[src/design/srps_pkg.sv]
// Shared widths, character codes and arithmetic constants for the sensor reply parser.
`timescale 1ns / 1ps
package srps_pkg;

  localparam int MSG_LEN_DEF = 32;

  localparam int FUNC_W   = 1;
  localparam int BYTE_W   = 8;
  localparam int CENTI_W  = 8;
  localparam int PREC_W   = 17;
  localparam int STATUS_W = 1;
  localparam int GAIN_W   = 16;
  localparam int SAMPLE_W = 16;
  localparam int PROD_W   = 32;
  localparam int REM_W    = 7;

  localparam logic [FUNC_W-1:0] FUNC_BYTE = 1'b0;
  localparam logic [FUNC_W-1:0] FUNC_EOM  = 1'b1;

  localparam logic [BYTE_W-1:0] CHAR_NUL       = 8'h00;
  localparam logic [BYTE_W-1:0] CHAR_LF        = 8'h0A;
  localparam logic [BYTE_W-1:0] CHAR_CR        = 8'h0D;
  localparam logic [BYTE_W-1:0] CHAR_SEP       = 8'h3A;
  localparam logic [BYTE_W-1:0] CHAR_DOT       = 8'h2E;
  localparam logic [BYTE_W-1:0] CHAR_ZERO      = 8'h30;
  localparam logic [BYTE_W-1:0] CHAR_NINE      = 8'h39;
  localparam logic [BYTE_W-1:0] CHAR_UPPER_M   = 8'h4D;
  localparam logic [BYTE_W-1:0] CHAR_LOWER_N   = 8'h6E;
  localparam logic [BYTE_W-1:0] CHAR_LOWER_M   = 8'h6D;

  localparam logic [GAIN_W-1:0]   GAIN_ONE        = 16'd32768;
  localparam logic [GAIN_W-1:0]   GAIN_LOW_EXCL   = 16'd26214;
  localparam logic [GAIN_W-1:0]   GAIN_HIGH_EXCL  = 16'd39322;
  localparam logic [SAMPLE_W-1:0] SAMPLE_MAX      = 16'hFFFF;
  localparam logic [PROD_W-1:0]   OVERRANGE_LIMIT = 32'd835584000;
  localparam logic [REM_W:0]      CENTI_DIVISOR   = 8'd100;
  localparam logic [CENTI_W-1:0]  CENTI_MAX       = 8'hFF;

  typedef enum logic [1:0] {
    NM_START = 2'd0,
    NM_M     = 2'd1,
    NM_OK    = 2'd2,
    NM_BAD   = 2'd3
  } name_match_t;

  typedef enum logic [6:0] {
    PH_LEAD_SEP = 7'b0000001,
    PH_NAME     = 7'b0000010,
    PH_MID_SEP  = 7'b0000100,
    PH_INT      = 7'b0001000,
    PH_FRAC     = 7'b0010000,
    PH_DONE     = 7'b0100000,
    PH_REJECT   = 7'b1000000
  } phase_t;

  typedef enum logic [3:0] {
    ST_IDLE = 4'b0001,
    ST_MUL  = 4'b0010,
    ST_DIV  = 4'b0100,
    ST_FIN  = 4'b1000
  } state_t;

  function automatic logic [13:0] frac_weight(input logic [1:0] idx);
    logic [13:0] w;
    case (idx)
      2'd0: w = 14'd1000;
      2'd1: w = 14'd100;
      2'd2: w = 14'd10;
      default: w = 14'd1;
    endcase
    return w;
  endfunction

endpackage

[src/design/srps_byte_if.sv]
// Channel that carries received bytes and end-of-message marks into the parser.
`timescale 1ns / 1ps
interface srps_byte_if;
  logic                         valid;
  logic                         ready;
  logic [srps_pkg::FUNC_W-1:0]  func;
  logic [srps_pkg::BYTE_W-1:0]  rx_byte;

  modport source (output valid, output func, output rx_byte, input ready);
  modport sink (input valid, input func, input rx_byte, output ready);
endinterface

[src/design/srps_result_if.sv]
// Channel that carries scaled partial pressure results out of the parser.
`timescale 1ns / 1ps
interface srps_result_if;
  logic                           valid;
  logic                           ready;
  logic [srps_pkg::CENTI_W-1:0]   ppo2_centibar;
  logic [srps_pkg::PREC_W-1:0]    precision_ppo2;
  logic [srps_pkg::STATUS_W-1:0]  status;

  modport source (output valid, output ppo2_centibar, output precision_ppo2, output status,
                  input ready);
  modport sink (input valid, input ppo2_centibar, input precision_ppo2, input status,
                output ready);
endinterface

[src/design/sensor_reply_parse_and_scale.sv]
// Oxygen cell reply parser with bit-serial calibration multiply and divide-by-100.
// Flow: a byte transaction is absorbed when it is taken; a valid end of message starts a
// scaling pass (16 multiply steps, 17 divide steps), then the result is loaded once the output is free.
// Throughput: one byte per cycle while idle; no input is taken during the scaling pass or while
// its result waits to load; the pass is made by the shift-add multiplier and the restoring divider.
// Reset: rst clears the parse state, empties the output register and sets the gain to 1.0.
`timescale 1ns / 1ps
module sensor_reply_parse_and_scale #(
  parameter int MSG_LEN = srps_pkg::MSG_LEN_DEF
) (
  input  logic                          clk,
  input  logic                          rst,
  srps_byte_if.sink                     msg,
  srps_result_if.source                 result,
  input  logic                          cfg_we,
  input  logic [srps_pkg::GAIN_W-1:0]   cfg_wdata
);
  import srps_pkg::*;

  localparam int CNT_W     = $clog2(MSG_LEN);
  localparam logic [CNT_W-1:0] CNT_MAX = CNT_W'(MSG_LEN - 1);
  localparam int MUL_STEPS = SAMPLE_W;
  localparam int DIV_STEPS = PREC_W;
  localparam int STEP_W    = $clog2(DIV_STEPS);
  localparam logic [STEP_W-1:0] MUL_LAST = STEP_W'(MUL_STEPS - 1);
  localparam logic [STEP_W-1:0] DIV_LAST = STEP_W'(DIV_STEPS - 1);

  logic [GAIN_W-1:0]   cal_coefficient;
  logic [CNT_W-1:0]    char_count, char_count_next;
  logic [CNT_W-1:0]    skip_count, skip_count_next;
  logic                leading_phase, leading_phase_next;
  logic                line_done, line_done_next;
  phase_t              token_phase, token_phase_next;
  name_match_t         name_match, name_match_next;
  logic [SAMPLE_W-1:0] sample_value, sample_value_next;
  logic [2:0]          fraction_digits, fraction_digits_next;

  state_t              state;
  logic [STEP_W-1:0]   step;
  logic [SAMPLE_W-1:0] mcand;
  logic [PROD_W-1:0]   prod, prod_next;
  logic [PREC_W-1:0]   quo;
  logic [REM_W-1:0]    rem;
  logic                over;

  logic                result_valid;
  logic                result_load;
  logic [CENTI_W-1:0]  centi_out;
  logic [PREC_W-1:0]   prec_out;
  logic                status_out;

  logic                msg_accept, res_accept, start_scale, int_char;
  logic [BYTE_W-1:0]   b;
  logic                is_digit, is_null_lf;
  logic [3:0]          d;
  logic [19:0]         int_sum;
  logic [16:0]         frac_sum;
  logic [SAMPLE_W:0]   mul_sum;
  logic [REM_W:0]      div_shift, div_diff;
  logic                div_ge;
  logic [GAIN_W-1:0]   gain_sel;

  assign msg.ready      = (state == ST_IDLE);
  assign msg_accept     = msg.valid && msg.ready;
  assign res_accept     = result_valid && result.ready;
  assign result_load    = (state == ST_FIN) && (!result_valid || result.ready);
  assign result.valid          = result_valid;
  assign result.ppo2_centibar  = centi_out;
  assign result.precision_ppo2 = prec_out;
  assign result.status         = status_out;

  assign b          = msg.rx_byte;
  assign is_digit   = (b >= CHAR_ZERO) && (b <= CHAR_NINE);
  assign d          = is_digit ? b[3:0] : 4'd0;
  assign is_null_lf = (b == CHAR_NUL) || (b == CHAR_LF);
  assign int_sum    = ({4'd0, sample_value} << 3) + ({4'd0, sample_value} << 1)
                      + (20'(d) * 20'd10000);
  assign frac_sum   = 17'(sample_value)
                      + 17'(18'(d) * 18'(frac_weight(fraction_digits[1:0])));
  assign gain_sel   = ((cal_coefficient > GAIN_LOW_EXCL) && (cal_coefficient < GAIN_HIGH_EXCL))
                      ? cal_coefficient : GAIN_ONE;

  assign mul_sum    = {1'b0, prod[PROD_W-1:SAMPLE_W]} + (prod[0] ? {1'b0, mcand} : '0);
  assign prod_next  = {mul_sum, prod[SAMPLE_W-1:1]};
  assign div_shift  = {rem, quo[PREC_W-1]};
  assign div_ge     = (div_shift >= CENTI_DIVISOR);
  assign div_diff   = div_shift - CENTI_DIVISOR;

  function automatic name_match_t name_step(input name_match_t nm, input logic [BYTE_W-1:0] c);
    name_match_t r;
    case (nm)
      NM_START: r = (c == CHAR_UPPER_M) ? NM_M : NM_BAD;
      NM_M:     r = ((c == CHAR_LOWER_N) || (c == CHAR_LOWER_M)) ? NM_OK : NM_BAD;
      default:  r = NM_BAD;
    endcase
    return r;
  endfunction

  always_comb begin
    char_count_next      = char_count;
    skip_count_next      = skip_count;
    leading_phase_next   = leading_phase;
    line_done_next       = line_done;
    token_phase_next     = token_phase;
    name_match_next      = name_match;
    sample_value_next    = sample_value;
    fraction_digits_next = fraction_digits;
    start_scale          = 1'b0;
    int_char             = 1'b0;
    if (msg_accept) begin
      if (msg.func == FUNC_EOM) begin
        start_scale = (token_phase == PH_INT) || (token_phase == PH_FRAC)
                      || (token_phase == PH_DONE);
        char_count_next      = '0;
        skip_count_next      = '0;
        leading_phase_next   = 1'b1;
        line_done_next       = 1'b0;
        token_phase_next     = PH_LEAD_SEP;
        name_match_next      = NM_START;
        sample_value_next    = '0;
        fraction_digits_next = '0;
      end else if (!line_done) begin
        if (leading_phase && is_null_lf && (skip_count < CNT_MAX)) begin
          skip_count_next = skip_count + 1'b1;
        end else begin
          leading_phase_next = 1'b0;
          if (is_null_lf || (b == CHAR_CR) || (char_count >= CNT_MAX)) begin
            line_done_next = 1'b1;
          end else begin
            char_count_next = char_count + 1'b1;
            if (char_count_next >= CNT_MAX) begin
              line_done_next = 1'b1;
            end
            case (token_phase)
              PH_LEAD_SEP: begin
                if (b != CHAR_SEP) begin
                  token_phase_next = PH_NAME;
                  name_match_next  = name_step(name_match, b);
                end
              end
              PH_NAME: begin
                if (b == CHAR_SEP) begin
                  token_phase_next = (name_match == NM_OK) ? PH_MID_SEP : PH_REJECT;
                end else begin
                  name_match_next = name_step(name_match, b);
                end
              end
              PH_MID_SEP: begin
                if (b != CHAR_SEP) begin
                  int_char = 1'b1;
                end
              end
              PH_INT: begin
                int_char = 1'b1;
              end
              PH_FRAC: begin
                if (is_digit) begin
                  if (fraction_digits < 3'd4) begin
                    sample_value_next    = (frac_sum > 17'(SAMPLE_MAX)) ? SAMPLE_MAX
                                           : frac_sum[SAMPLE_W-1:0];
                    fraction_digits_next = fraction_digits + 1'b1;
                  end
                end else begin
                  token_phase_next = PH_DONE;
                end
              end
              default: begin
              end
            endcase
            if (int_char) begin
              if (is_digit) begin
                token_phase_next  = PH_INT;
                sample_value_next = (int_sum > 20'(SAMPLE_MAX)) ? SAMPLE_MAX
                                    : int_sum[SAMPLE_W-1:0];
              end else if (b == CHAR_DOT) begin
                token_phase_next = PH_FRAC;
              end else begin
                token_phase_next = PH_DONE;
              end
            end
          end
        end
      end
    end
  end

  always_ff @(posedge clk) begin
    if (rst) begin
      cal_coefficient <= GAIN_ONE;
      char_count      <= '0;
      skip_count      <= '0;
      leading_phase   <= 1'b1;
      line_done       <= 1'b0;
      token_phase     <= PH_LEAD_SEP;
      name_match      <= NM_START;
      sample_value    <= '0;
      fraction_digits <= '0;
      state           <= ST_IDLE;
      step            <= '0;
      result_valid    <= 1'b0;
    end else begin
      if (cfg_we) begin
        cal_coefficient <= cfg_wdata;
      end
      char_count      <= char_count_next;
      skip_count      <= skip_count_next;
      leading_phase   <= leading_phase_next;
      line_done       <= line_done_next;
      token_phase     <= token_phase_next;
      name_match      <= name_match_next;
      sample_value    <= sample_value_next;
      fraction_digits <= fraction_digits_next;
      if (result_load) begin
        result_valid <= 1'b1;
      end else if (res_accept) begin
        result_valid <= 1'b0;
      end
      case (state)
        ST_IDLE: begin
          if (start_scale) begin
            state <= ST_MUL;
            step  <= '0;
          end
        end
        ST_MUL: begin
          if (step == MUL_LAST) begin
            state <= ST_DIV;
            step  <= '0;
          end else begin
            step <= step + 1'b1;
          end
        end
        ST_DIV: begin
          step <= step + 1'b1;
          if (step == DIV_LAST) begin
            state <= ST_FIN;
          end
        end
        ST_FIN: begin
          if (result_load) begin
            state <= ST_IDLE;
          end
        end
        default: begin
          state <= ST_IDLE;
        end
      endcase
    end
  end

  always_ff @(posedge clk) begin
    case (state)
      ST_IDLE: begin
        if (start_scale) begin
          mcand <= sample_value;
          prod  <= {{(PROD_W-GAIN_W){1'b0}}, gain_sel};
        end
      end
      ST_MUL: begin
        prod <= prod_next;
        if (step == MUL_LAST) begin
          over <= (prod_next > OVERRANGE_LIMIT);
          quo  <= prod_next[PROD_W-1:PROD_W-PREC_W];
          rem  <= '0;
        end
      end
      ST_DIV: begin
        rem <= div_ge ? div_diff[REM_W-1:0] : div_shift[REM_W-1:0];
        quo <= {quo[PREC_W-2:0], div_ge};
      end
      ST_FIN: begin
        if (result_load) begin
          centi_out  <= (quo > PREC_W'(CENTI_MAX)) ? CENTI_MAX : quo[CENTI_W-1:0];
          prec_out   <= prod[PROD_W-1:PROD_W-PREC_W];
          status_out <= over;
        end
      end
      default: begin
      end
    endcase
  end

`ifndef SYNTHESIS
  a_status_saturates: assert property (@(posedge clk) disable iff (rst)
    (result.valid && result.status) |-> (result.ppo2_centibar == CENTI_MAX))
    else $error("overrange result without saturated centibar value");

  a_centi_consistent: assert property (@(posedge clk) disable iff (rst)
    (result.valid && !result.status)
      |-> ((17'(result.ppo2_centibar) * 17'd100) <= result.precision_ppo2))
    else $error("centibar value exceeds precision value");

  a_eom_clears: assert property (@(posedge clk) disable iff (rst)
    (msg_accept && (msg.func == FUNC_EOM))
      |=> (leading_phase && (char_count == '0) && (token_phase == PH_LEAD_SEP)))
    else $error("line state not cleared after end of message");

  a_skip_before_chars: assert property (@(posedge clk) disable iff (rst)
    leading_phase |-> (char_count == '0))
    else $error("bytes kept while still skipping leading junk");

  a_mul_to_div: assert property (@(posedge clk) disable iff (rst)
    ((state == ST_MUL) && (step == MUL_LAST)) |=> (state == ST_DIV))
    else $error("multiply pass did not hand over to divide");
`endif

endmodule
[src/flat_wrapper.sv]
// flat-port wrapper written by rule: the top's interface ports become plain ports
module sensor_reply_parse_and_scale_flat import srps_pkg::*;
#(
  parameter int MSG_LEN = srps_pkg::MSG_LEN_DEF
)
  (clk, rst, cfg_we, cfg_wdata, msg_valid, msg_func, msg_rx_byte, msg_ready, result_valid, result_ppo2_centibar, result_precision_ppo2, result_status, result_ready);
  srps_byte_if msg_i ();
  srps_result_if result_i ();
  input  logic clk;
  input  logic rst;
  input  logic cfg_we;
  input  logic [srps_pkg::GAIN_W-1:0] cfg_wdata;
  input wire logic [$bits(msg_i.valid)-1:0] msg_valid;
  input wire logic [$bits(msg_i.func)-1:0] msg_func;
  input wire logic [$bits(msg_i.rx_byte)-1:0] msg_rx_byte;
  output wire logic [$bits(msg_i.ready)-1:0] msg_ready;
  output wire logic [$bits(result_i.valid)-1:0] result_valid;
  output wire logic [$bits(result_i.ppo2_centibar)-1:0] result_ppo2_centibar;
  output wire logic [$bits(result_i.precision_ppo2)-1:0] result_precision_ppo2;
  output wire logic [$bits(result_i.status)-1:0] result_status;
  input wire logic [$bits(result_i.ready)-1:0] result_ready;
  assign msg_i.valid = msg_valid;
  assign msg_i.func = msg_func;
  assign msg_i.rx_byte = msg_rx_byte;
  assign msg_ready = msg_i.ready;
  assign result_valid = result_i.valid;
  assign result_ppo2_centibar = result_i.ppo2_centibar;
  assign result_precision_ppo2 = result_i.precision_ppo2;
  assign result_status = result_i.status;
  assign result_i.ready = result_ready;
  sensor_reply_parse_and_scale #(.MSG_LEN(MSG_LEN)) u_core (.clk(clk), .rst(rst), .msg(msg_i), .result(result_i), .cfg_we(cfg_we), .cfg_wdata(cfg_wdata));
endmodule
[config.mk]
export PLATFORM = sky130hd
export DESIGN_NAME = sensor_reply_parse_and_scale_flat
export DESIGN_NICKNAME = d
export VERILOG_FILES = /design/src/design/srps_pkg.sv /design/src/design/srps_byte_if.sv /design/src/design/srps_result_if.sv /design/src/design/sensor_reply_parse_and_scale.sv /design/src/flat_wrapper.sv
export SDC_FILE = /design/constraint.sdc
export NUM_CORES = 1
export LEC_CHECK = 0
export ABC_AREA = 1
export BUFFER_PORTS_ARGS = -buffer_cell sky130_fd_sc_hd__buf_2
export CAP_MARGIN = 20
export CORE_ASPECT_RATIO = 1.2
export CORE_MARGIN = 3
export CORE_UTILIZATION = 55
export DETAILED_ROUTE_END_ITERATION = 8
export GPL_TIMING_DRIVEN = 0
export HOLD_SLACK_MARGIN = 0.05
export PLACE_DENSITY = 0.85
export REMOVE_ABC_BUFFERS = 1
export SETUP_SLACK_MARGIN = 0.2
export SLEW_MARGIN = 40
export SYNTH_ARGS = -nofsm -noshare
export SYNTH_HDL_FRONTEND = slang
export SYNTH_SLANG_ARGS = --single-unit
[constraint.sdc]
create_clock -name clk -period 6.4 [get_ports clk]
set_clock_uncertainty 0.05 [all_clocks]
set_input_delay 0.96 -clock clk [delete_from_list [all_inputs] [get_ports clk]]
set_output_delay 0.96 -clock clk [all_outputs]
set_load 0.02 [all_outputs]
### Word-level counts from Yosys, hierarchy flattened

Index checks and enable logic that the tools add are counted.

* input port bits: 30
* memory bits (read-only): 0
* bits in latches: 0
* RAM bits: 0
* logic and storage cells: 206
* register bits after elaboration: 165
* memories: 0

* magnitude comparators: 13
* bitwise logic cells: 0
* divide/modulo/power cells: 0
* mux-type cells: 85
* multiply operators: 2
* shifts and indexed selects: 0
* equal/unequal tests: 36
* reduce and logical (&&, ||, !) cells: 41
* $add $sub $neg: 9

Operators by type and width (number)
* 16-bit two-way mux: 13
* 7-bit two-way mux: 12
* 32-bit one-hot mux with 2 select lines: 1
* 5-bit two-way mux: 9
* 16-bit by 17-bit adder with 17-bit output: 2
* 17-bit one-hot mux with 2 select lines: 1
* 32-bit by 30-bit > comparator with 1-bit output, second input constant: 1
* 32-bit two-way mux: 1
* 10-bit one-hot mux with 3 select lines: 1
* 8-bit by 7-bit equality test with 1-bit output, second input constant: 3
* 3-bit two-way mux: 7
* 7-bit one-hot mux with 3 select lines: 1
* 19-bit by 17-bit adder with 20-bit output: 1
* 20-bit by 18-bit adder with 20-bit output: 1
* 20-bit by 16-bit > comparator with 1-bit output, second input constant: 1
* 4-bit two-way mux: 5
* 1-bit two-way mux: 19
* 17-bit by 16-bit > comparator with 1-bit output, second input constant: 1
* 17-bit by 8-bit > comparator with 1-bit output, second input constant: 1
* 17-bit two-way mux: 1
* 8-bit by 4-bit equality test with 1-bit output, second input constant: 2
* 8-bit by 6-bit equality test with 1-bit output, second input constant: 2
* 16-bit by 15-bit > comparator with 1-bit output, second input constant: 1
* 16-bit less-than comparator, second input constant: 1
* other kinds (52): 98

### Depth between registers and ports, before layout

Gate-level depths: netlist (run 1).

* word-level depth: 16
* gate-level depth with buffers: 36

### Least setup slack after synthesis (run 1)

No wires, ideal clock.

* kind: input-to-reg
* start: input msg_rx_byte[7]
* end: register u_core.sample_value[5]
* stages: 35
* arrival time: 5.991 ns
* setup slack: 0.289 ns
* cell sequence: nor2_1 nand3_1 inv_1 nand2_1 buf_6 nor2_1 nand2_1 fa_1 inv_1 fa_1 inv_1 fa_1 o21ai_0 nand2_1 nand2_1 a21oi_1 o21ai_0 a21o_1 a21oi_1 xor2_1 ha_1 nand2_1 nor2_1 inv_1 nor2_1 nor2_1 nand2_1 nand2_2 nand2_1 inv_2 o21ai_0 nand2_1 nand2_1 nand2_1 a21oi_2

* longest elaborated chain between the ends: 16
* elaborated cells between the ends (all ways): 40
* those cells by class: add/sub: 2; mul: 2; order compare: 4; eq/ne: 5; mux: 19; reduce/logical: 8

Ends and longest elaborated chain
* start: declaration: line flat_wrapper.sv:15 `input wire logic [$bits(msg_i.rx_byte)-1:0] msg_rx_byte;`
* 8-bit by 6-bit greater-or-equal comparator with 1-bit output / 8-bit by 6-bit <= comparator with 1-bit output (equally long branches): line sensor_reply_parse_and_scale.sv:73 `assign is_digit = (b >= CHAR_ZERO) && (b <= CHAR_NINE);`
* 1-bit logical AND: line sensor_reply_parse_and_scale.sv:73
* 4-bit two-way mux: line sensor_reply_parse_and_scale.sv:74 `assign d = is_digit ? b[3:0] : 4'd0;`
* 4-bit by 10-bit multiplier with 14-bit output: line sensor_reply_parse_and_scale.sv:79 `+ 17'(18'(d) * 18'(frac_weight(fraction_digits[1:0])));`
* 16-bit by 17-bit adder with 17-bit output: line sensor_reply_parse_and_scale.sv:79
* 17-bit by 16-bit > comparator with 1-bit output: line sensor_reply_parse_and_scale.sv:159 `sample_value_next = (frac_sum > 17'(SAMPLE_MAX)) ? SAMPLE_MAX`
* 16-bit two-way mux: line sensor_reply_parse_and_scale.sv:159
* 16-bit two-way mux: line sensor_reply_parse_and_scale.sv:158 `if (fraction_digits < 3'd4) begin`
* 16-bit two-way mux: line sensor_reply_parse_and_scale.sv:157 `if (is_digit) begin`
* 16-bit two-way mux: line sensor_reply_parse_and_scale.sv:134 `case (token_phase)`
* 16-bit two-way mux: line sensor_reply_parse_and_scale.sv:171 `if (is_digit) begin`
* 16-bit two-way mux: line sensor_reply_parse_and_scale.sv:170 `if (int_char) begin`
* 16-bit two-way mux: line sensor_reply_parse_and_scale.sv:127 `if (is_null_lf || (b == CHAR_CR) || (char_count >= CNT_MAX)) begin`
* 16-bit two-way mux: line sensor_reply_parse_and_scale.sv:123 `if (leading_phase && is_null_lf && (skip_count < CNT_MAX)) begin`
* 16-bit two-way mux: line sensor_reply_parse_and_scale.sv:122 `end else if (!line_done) begin`
* 16-bit two-way mux: line sensor_reply_parse_and_scale.sv:111 `if (msg.func == FUNC_EOM) begin`
* end signal: assignment: line sensor_reply_parse_and_scale.sv:211 `sample_value <= sample_value_next;`
* end: declaration: line sensor_reply_parse_and_scale.sv:35 `logic [SAMPLE_W-1:0] sample_value, sample_value_next;`

Parallel ways exist; a longest one is shown, timed or not. The select of a mux whose other input is x is not followed.
A chain may end at the register's enable or synchronous reset.

### Worst setup path after layout (run 1)

* start: input msg_rx_byte[7]
* end: register u_core.sample_value[1]

The elaborated chain is that of the path after synthesis.

==> impl_metrics.py, run 1 <==
metrics = {
    "clocking": {
        "root_buffer": "clkbuf_16",
        "clk_pin_slew_ns": 0.07,
        "holdBufCountCts": 0,
        "cts_tree": "done",
        "clk_latency_ns": 0.44,
        "cts_sinks": 165,
        "clockBufferDepth": 2,
        "h-tree-depth": 4,
        "cts-buffers-inserted": 17,
    },
    "floorplanning": {
        "io-pin-count": 58,
        "initial_utilization": 0.5673,
        "fp.dieH_um": 167.9,
        "rows": 58,
        "dieArea_um2": 23670,
        "die_w_um": 141.0,
        "fp.coreArea_um2": 21190,
    },
    "timing": {
        "rsz0062_at_grt": "false",
        "layout_setup_ws_ns": 0.5906,
        "fin_crit_ns": 5.809,
        "setup_viol": 0,
        "drv_slew": 0,
        "timing.hold.ws_ns": 0.3992,
        "tightestPinTransition_ns": 0.8056,
        "finalHoldViolCount": 0,
        "fmax_mhz": 172.1,
        "fin_crit_sh": 0.9077,
        "relSlewSlack": 0.4610,
    },
    "worst_setup_path": {
        "critPathKind": "input pin to register",
        "path_max_fanout": 5,
        "cpMostUsedCell": "nand2_1",
        "end_kind": "register",
        "cpMaxStageDelayCell": "fa_1",
        "start_kind": "input pin",
        "worstPathArrival_ns": 6.11,
        "reg2reg_depth": 31,
        "worst_ep_required_time_ns": 6.70,
        "slowest_delay_ns": 0.56,
    },
    "min_path": {
        "hold_depth": 0,
        "hold_path_class": "register to register",
    },
    "logic_synthesis": {
        "synthTopCellsByArea": "edfxtp_1 25%, dfxtp_1 11%, ha_1 10%",
        "async_flop_share": 0,
        "syn_area_um2": 12020,
        "synth_edf_count": 99,
        "syn_inst": 1521,
        "yosysTopAreaCell": "edfxtp_1",
        "ys.flop_type": "edfxtp_1",
        "synth_seq_cells": 165,
        "syn_area_per_cell_um2": 7.903,
        "synth_cell_types": 61,
        "yosysWarnings": 0,
        "seq_area_frac_synth": 0.3572,
        "yosysTopAreaCellShare": 0.2473,
    },
    "drt": {
        "drt_iter0_drc": 944,
        "drt-pass1-iter-count": 7,
        "vias": 10360,
        "drt-wirelength-per-cell_um": 14.97,
        "wirelength_mm": 27.94,
        "drtAntennaViolNets": 0,
        "avgViaCountPerCell": 5.549,
        "drc": 0,
    },
    "final_layout": {
        "diodes": 0,
        "area_growth_pct": 11.40,
        "nets": 1744,
        "layout-drive-gt1-share": 0.1335,
    },
    "pwr": {
        "vdd_drop_max_mv": 0.2286,
        "pwr_density_cell_nw_per_um2": 225.0,
        "power_leakage_nw": 6.235,
    },
    "status": {
        "run_status": "completed",
    },
    "grt": {
        "use_met2": 0.4265,
        "antenna_found_initial": 0,
        "grt_max_degree": 37,
        "grt_util_met3": 0.03125,
        "gr-usage-met1": 0.2794,
        "track_usage": 0.2384,
        "grt_pass1_vias": 10110,
        "grt_pass1_wl_mm": 46.42,
        "busiest_layer": "met2",
        "gr-total-overflow": 0,
    },
    "placed_design": {
        "gp_congestion": 1.010,
        "detailed_place_hpwl_mm": 21.16,
        "port-buffer-count": 57,
        "pre_cts_ws_ns": -1.142,
    },
    "job": {
        "max-cap-violations": 0,
    },
}
final timing paths:
check,startpoint,endpoint,slack [ns]
worst max-delay path,msg_rx_byte[7],u_core.sample_value[1],0.59
worst min-delay path,u_core.over,u_core.result.status,0.40
worst min register to register,u_core.over,u_core.result.status,0.40
worst max register to register,u_core.fraction_digits[0],u_core.sample_value[1],0.78
Yosys cell counts, types with 23 or more instances:
cell      count
xor2_1       23
nand2_1     330
nand3_1      70
a21oi_2      25
o21ai_0      82
a21oi_1     115
fa_1         32
inv_1       244
edfxtp_1     99
nor2_1      137
dfxtp_1      66
ha_1         99
layer usage:
metal	wire length, µm	share of wire
met2	14270	0.51
met3	1485	0.053
met1	11060	0.40
met4	1120	0.040
met5	0	0
metrics by stage:
stage	instance area (µm²)	std cells	TNS, ns	util	total power, mW
after detailed placement	12550	1820	-16.22	0.5922	1.933
after floorplan	11850	1490	0	-	1.761
after global routing	13390	1866	0	0.6319	3.148
after global placement	12470	1817	-14.44	0.5885	1.892
final	13390	1866	0	0.6319	3.013
after CTS	13260	1858	0	0.6258	3.005
flip-flops by register name, summed over array words and instances (netlist names):
register and count:
u_core.result.status 1, u_core.state 4, u_core.over 1, u_core.result.ppo2_centibar 8, u_core.leading_phase 1, u_core.prod 32
u_core.fraction_digits 3, u_core.mcand 16, u_core.rem 7, u_core.name_match 2, u_core.step 5, u_core.line_done 1
u_core.result.precision_ppo2 17, u_core.token_phase 7, u_core.result.valid 1, u_core.quo 17, u_core.skip_count 5, u_core.char_count 5
u_core.cal_coefficient 16, u_core.sample_value 16
cell families after synthesis:
group	count (synthesis)	share of synthesized area
AOI/OAI and AO/OA	268	0.1314
DFF	165	0.3572
xor gates and xnor gates	42	0.03060
and+or+nand+nor	624	0.2285
adders and majority gates	131	0.1563
buffers and inverters	291	0.09597
where the power goes:
group / switching, mW / internal (mW) / total, mW / leakage [nW]
Combinational: 0.433 / 0.193 / 0.626 / 4.45
Clock: 0.448 / 0.627 / 1.07 / 0.317
Sequential: 0.0820 / 1.23 / 1.31 / 1.47
cell type report:
type                    count  area, µm²
multi-input cells        1065       6696
repair buffers             73      432.9
fillers                  1750       7800
clock buffers              20      489.2
clock inverters            12      142.6
flip-flops and latches    165       4294
repair inverters            1      7.507
well taps                 270      337.8
inverters                 260      989.7
layout by cell type (no fill, tap or decap), drive strengths merged:
cell type / instances
a2111o: 1
a211oi: 5
a21boi: 3
a21o: 4
a21oi: 141
a221oi: 1
a311oi: 1
a31oi: 4
and2: 2
and3: 1
buf: 73
bufinv: 2
clkbuf: 20
clkinv: 4
clkinvlp: 2
dfxtp: 66
edfxtp: 99
fa: 32
ha: 99
inv: 265
nand2: 339
nand3: 73
nand3b: 4
nand4: 22
nor2: 146
nor3: 16
nor3b: 2
nor4: 14
o2111ai: 1
o211a: 3
o211ai: 3
o21a: 1
o21ai: 90
o21bai: 3
o311ai: 1
o31ai: 6
or2: 5
xnor2: 19
xor2: 23
worst max-delay path, delay by kind of cell:
family / cells / cell delay [ns]
buffers and inverters: 7 / 0.69
adders and majority gates: 4 / 1.87
xor gates and xnor gates: 1 / 0.15
AOI/OAI and AO/OA: 6 / 0.75
and+or+nand+nor: 18 / 1.68
what timing repair did:
action	4_1_cts	5_1_grt
gates cloned	0	1
pin swaps	3	7
endpoints found under the setup margin	16	16
buffers inserted	6	7
gates resized for setup	11	24
Note: power is estimated with default switching activity, not from simulation.
==> run 2, diff against run 1 <==
CORE_UTILIZATION = 30   (was 55)
MAX_ROUTING_LAYER = met4   (was unset)
PLACE_DENSITY = 0.56   (was 0.85)
==> impl_metrics.py, run 2 (same netlist as run 1, synthesis figures left out) <==
metrics = {
    "timing": {
        "tns_ns": 0,
        "fmax_mhz": 169.4,
        "fin_crit_ns": 5.905,
        "rsz0062_at_grt": "false",
        "finalHoldViolCount": 0,
        "timing.hold.ws_ns": 0.3741,
        "fin_crit_sh": 0.9226,
        "layout_setup_ws_ns": 0.4953,
        "relSlewSlack": 0.4977,
        "drv_slew": 0,
        "setup_viol": 0,
        "tightestPinTransition_ns": 0.7514,
    },
    "clocking": {
        "clk_latency_ns": 0.44,
        "clockBufferDepth": 2,
        "cts_tree": "done",
        "h-tree-depth": 4,
        "clk_pin_slew_ns": 0.07,
        "cts-buffers-inserted": 17,
        "holdBufCountCts": 0,
        "cts_sinks": 165,
        "root_buffer": "clkbuf_16",
    },
    "final_layout": {
        "final_area_um2": 13620,
        "layout_common_cells": "326 x nand2_1, 241 x inv_1, 127 x nor2_1",
        "fin_cells": 2122,
        "nets": 1744,
        "layout-drive-gt1-share": 0.1310,
        "utilization": 0.3480,
        "largest_reg_flops": 32,
        "regMostFlops": "u_core.prod",
        "diodes": 0,
        "final_common_cell": "nand2_1",
        "area_growth_pct": 13.31,
    },
    "pwr": {
        "swShare": 0.3293,
        "pwr-share-clk": 0.330,
        "power.switching_mw": 0.9444,
        "p_seq_frac": 0.456,
        "power_leakage_nw": 6.172,
        "combPwrFrac": 0.213,
        "vdd_drop_max_mv": 0.1417,
        "p_int_mw": 1.923,
        "power_mw": 2.868,
        "pwr_density_cell_nw_per_um2": 210.5,
    },
    "worst_setup_path": {
        "reg2reg_from": "u_core.fraction_digits[0]",
        "start_kind": "input pin",
        "r2r-end": "u_core.sample_value[13]",
        "reg2reg_depth": 29,
        "path_max_fanout": 5,
        "worst_ep_required_time_ns": 6.66,
        "end_kind": "register",
        "startpoint": "msg_rx_byte[7]",
        "critPathKind": "input pin to register",
        "worstPathArrival_ns": 6.16,
        "cpMostUsedCell": "nand2_1",
        "slowest_delay_ns": 0.52,
        "cpMaxStageDelayCell": "fa_1",
        "r2r_slack_ns": 0.84,
    },
    "drt": {
        "wirelength_mm": 28.99,
        "drc": 0,
        "drtAntennaViolNets": 0,
        "vias": 9858,
        "drt_iter0_drc": 549,
        "drt-pass1-iter-count": 5,
        "drt-wirelength-per-cell_um": 13.66,
        "avgViaCountPerCell": 4.646,
    },
    "grt": {
        "gr-total-overflow": 0,
        "grt_max_degree": 37,
        "use_met2": 0.2517,
        "grt_pass1_vias": 9736,
        "gr-usage-met1": 0.1647,
        "grt_pass1_wl_mm": 48.09,
        "antenna_found_initial": 0,
        "grt_util_met3": 0.02162,
        "busiest_layer": "met2",
        "track_usage": 0.1436,
    },
    "job": {
        "max-cap-violations": 0,
    },
    "floorplanning": {
        "io-pin-count": 58,
        "die_w_um": 188.7,
        "initial_utilization": 0.3071,
        "dieArea_um2": 42520,
        "fp.dieH_um": 225.3,
        "fp.coreArea_um2": 39140,
        "rows": 79,
    },
    "min_path": {
        "hold_depth": 0,
        "min_from": "u_core.over",
        "min_to": "u_core.result.status",
        "hold_path_class": "register to register",
    },
    "placed_design": {
        "placed_cell_area_um2": 12870,
        "pre_cts_ws_ns": -1.487,
        "detailed_place_hpwl_mm": 22.78,
        "port-buffer-count": 57,
        "gp_congestion": 0.8595,
        "dp_cells": 2077,
    },
    "status": {
        "run_status": "completed",
    },
}
[run 2: cell types whose count changed in the layout (fill, tap and decap cells not counted), moves of 2 or more]
| cell | delta |
|---|---|
| clkinv_1 | +2 |
| clkbuf_1 | +2 |
| inv_2 | -2 |
| clkinv_4 | +2 |
| o21ai_0 | -2 |
| inv_8 | -2 |
| clkinvlp_4 | +3 |
| inv_1 | +2 |
| clkbuf_16 | -2 |
[run 2: repair_timing]
action	CTS	global route
setup endpoints to repair	16	15
pin swaps	6	7
resized for setup	18	18
setup buffers	9	3
cloned	0	1
[run 2: metal layers]
metal	routed length [µm]	part of all wire	up-vias
met1	12690	0.44	4553
met4	1002	0.035	0
met5	0	0	-
met2	14410	0.50	158
li1	-	-	5096
met3	884	0.030	51
[run 2: worst max path at each step]
| stage | endpoint | slack, ns |
|---|---|---|
| detailed placement | u_core.sample_value[13] | -1.49 |
| finish | u_core.sample_value[13] | 0.50 |
| global route | u_core.sample_value[9] | 0.19 |
| floorplan | u_core.sample_value[5] | 0.17 |
| global placement | u_core.sample_value[13] | -1.44 |
| CTS | u_core.sample_value[13] | 0.26 |
[run 2: final cells by class]
type	instances	area (µm²)
Fill cell	4144	25520
Timing Repair inverter	1	7.507
Multi-Input combinational cell	1065	6710
Timing Repair Buffer	73	422.9
Inverter	260	992.2
Sequential cell	165	4294
Clock buffer	19	432.9
Tap cell	526	658.1
Clock inverter	13	102.6
[run 2: power groups by stage]
stage          sequential [mW]  combinational (mW)  clock, mW
2_1_floorplan             1.31               0.451          0
5_1_grt                   1.32               0.694       1.01
3_5_place_dp              1.33               0.608          0
4_1_cts                   1.31               0.615      0.972
3_3_place_gp              1.33               0.590          0
6_report                  1.31               0.612      0.948
[run 2: critical path, delay by kind of cell]
family                   cells  cell delay, ns
AND/OR/NAND/NOR             16            1.71
adder cells (fa/ha/maj)      4            1.64
XOR/XNOR                     1            0.26
buffers and inverters        7            0.73
AO/OA/AOI/OAI                7            0.82
==> run 3, diff against run 2 <==
==> constraint.sdc (replaced) <==
create_clock -name clk -period 6.4 [get_ports clk]
set_clock_uncertainty 0.05 [all_clocks]
set_input_delay 1.28 -clock clk [delete_from_list [all_inputs] [get_ports clk]]
set_output_delay 1.28 -clock clk [all_outputs]
set_load 0.02 [all_outputs]
==> impl_metrics.py, run 3 (same netlist as run 1, synthesis figures left out) <==
metrics = {
    "placed_design": {
        "gp_congestion": 0.8595,
        "dp_cells": 2077,
        "placed_cell_area_um2": 12870,
        "port-buffer-count": 57,
        "pre_cts_ws_ns": -1.807,
        "detailed_place_hpwl_mm": 22.78,
    },
    "final_layout": {
        "nets": 1755,
        "regMostFlops": "u_core.prod",
        "largest_reg_flops": 32,
        "final_area_um2": 13870,
        "area_growth_pct": 15.36,
        "layout-drive-gt1-share": 0.1605,
        "layout_common_cells": "315 x nand2_1, 235 x inv_1, 122 x nor2_1",
        "diodes": 0,
        "utilization": 0.3543,
        "fin_cells": 2133,
        "final_common_cell": "nand2_1",
    },
    "pwr": {
        "power_leakage_nw": 6.240,
        "power_mw": 2.873,
        "pwr_density_cell_nw_per_um2": 207.2,
        "vdd_drop_max_mv": 0.1417,
    },
    "grt": {
        "track_usage": 0.1446,
        "grt_pass1_wl_mm": 48.39,
        "gr-total-overflow": 0,
        "grt_pass1_vias": 9817,
        "antenna_found_initial": 0,
        "grt_max_degree": 37,
    },
    "worst_setup_path": {
        "worstSetupPathDepth": 36,
        "reg2reg_from": "u_core.fraction_digits[0]",
        "r2r-end": "u_core.sample_value[2]",
        "path_buf_inv": 7,
        "critPathKind": "input pin to register",
        "cp_top_family": "simple AND/OR/NAND/NOR gates",
        "reg2reg_depth": 34,
        "slowest_delay_ns": 0.51,
        "start_kind": "input pin",
        "path_max_fanout": 5,
        "startpoint": "msg_rx_byte[7]",
        "end_kind": "register",
        "worstPathArrival_ns": 6.25,
        "worst_ep_required_time_ns": 6.72,
        "r2r_slack_ns": 0.93,
        "cpMaxStageDelayCell": "fa_1",
    },
    "drt": {
        "drt-pass1-iter-count": 5,
        "wirelength_mm": 29.35,
        "vias": 9891,
        "drc": 0,
        "drt-wirelength-per-cell_um": 13.76,
        "drt_iter0_drc": 534,
        "avgViaCountPerCell": 4.637,
        "drtAntennaViolNets": 0,
    },
    "timing": {
        "timing.hold.ws_ns": 0.3740,
        "fin_crit_sh": 0.9265,
        "fmax_mhz": 168.7,
        "tns_ns": 0,
        "setup_viol": 0,
        "layout_setup_ws_ns": 0.4706,
        "relSlewSlack": 0.5002,
        "finalHoldViolCount": 0,
        "rsz0062_at_grt": "false",
        "tightestPinTransition_ns": 0.7486,
        "drv_slew": 0,
        "fin_crit_ns": 5.929,
    },
    "floorplanning": {
        "fp.dieH_um": 225.3,
        "rows": 79,
        "fp.coreArea_um2": 39140,
        "die_w_um": 188.7,
        "initial_utilization": 0.3071,
        "dieArea_um2": 42520,
        "io-pin-count": 58,
    },
    "clocking": {
        "cts_sinks": 165,
        "cts_tree": "done",
        "h-tree-depth": 4,
        "clockBufferDepth": 2,
        "root_buffer": "clkbuf_16",
        "holdBufCountCts": 0,
        "clk_latency_ns": 0.44,
        "cts-buffers-inserted": 17,
        "clk_pin_slew_ns": 0.07,
    },
    "status": {
        "run_status": "completed",
    },
    "min_path": {
        "min_from": "u_core.over",
        "hold_path_class": "register to register",
        "hold_depth": 0,
        "min_to": "u_core.result.status",
    },
    "job": {
        "max-cap-violations": 0,
    },
}
[run 3: cell count changes in the layout (fill, tap and decap cells not counted), sizes merged]
cell	change
buf	+11
[run 3: cell type report]
cell class	instances	area, µm²
Sequential cell	165	4294
Timing Repair Buffer	84	518.0
Timing Repair inverter	1	7.507
Tap cell	526	658.1
Clock inverter	13	102.6
Fill cell	4142	25280
Clock buffer	19	432.9
Multi-Input combinational cell	1065	6862
Inverter	260	992.2
[run 3: how the worst max path moves through the flow]
stage	to
2_1_floorplan	u_core.sample_value[5]
3_3_place_gp	u_core.sample_value[13]
3_5_place_dp	u_core.sample_value[13]
4_1_cts	u_core.sample_value[13]
5_1_grt	u_core.sample_value[7]
6_report	u_core.sample_value[2]
[run 3: repair_timing]
| action | CTS | global route |
|---|---|---|
| gates resized for setup | 32 | 57 |
| pin swaps | 11 | 33 |
| endpoints found under the setup margin | 16 | 16 |
| buffers inserted | 12 | 11 |
| cloned | 1 | 0 |
| hold endpoints to repair | 0 | 0 |
[run 3: worst register-to-register path, delay by kind of cell (launching register included)]
family,cells,cell delay [ns]
and+or+nand+nor,15,1.36
AOI/OAI and AO/OA,6,0.66
adders and majority gates,5,1.91
buffers and inverters,7,0.83
xor gates and xnor gates,1,0.16
DFF,1,0.44
[run 3: per-layer routing]
layer	wire, µm	share of wire	global-route usage	vias to the layer above
met5	0	0	-	-
met4	990	0.034	0.06008	0
met3	788	0.027	0.02162	52
met2	14760	0.50	0.2532	154
met1	12810	0.44	0.1656	4564
li1	-	-	-	5121
[run 3: power breakdown]
part / total, mW / switching (mW) / internal [mW]
sequential: 1.31 / 0.0780 / 1.23
combinational: 0.618 / 0.423 / 0.195
clock: 0.948 / 0.446 / 0.501
total: 2.87 / 0.947 / 1.93
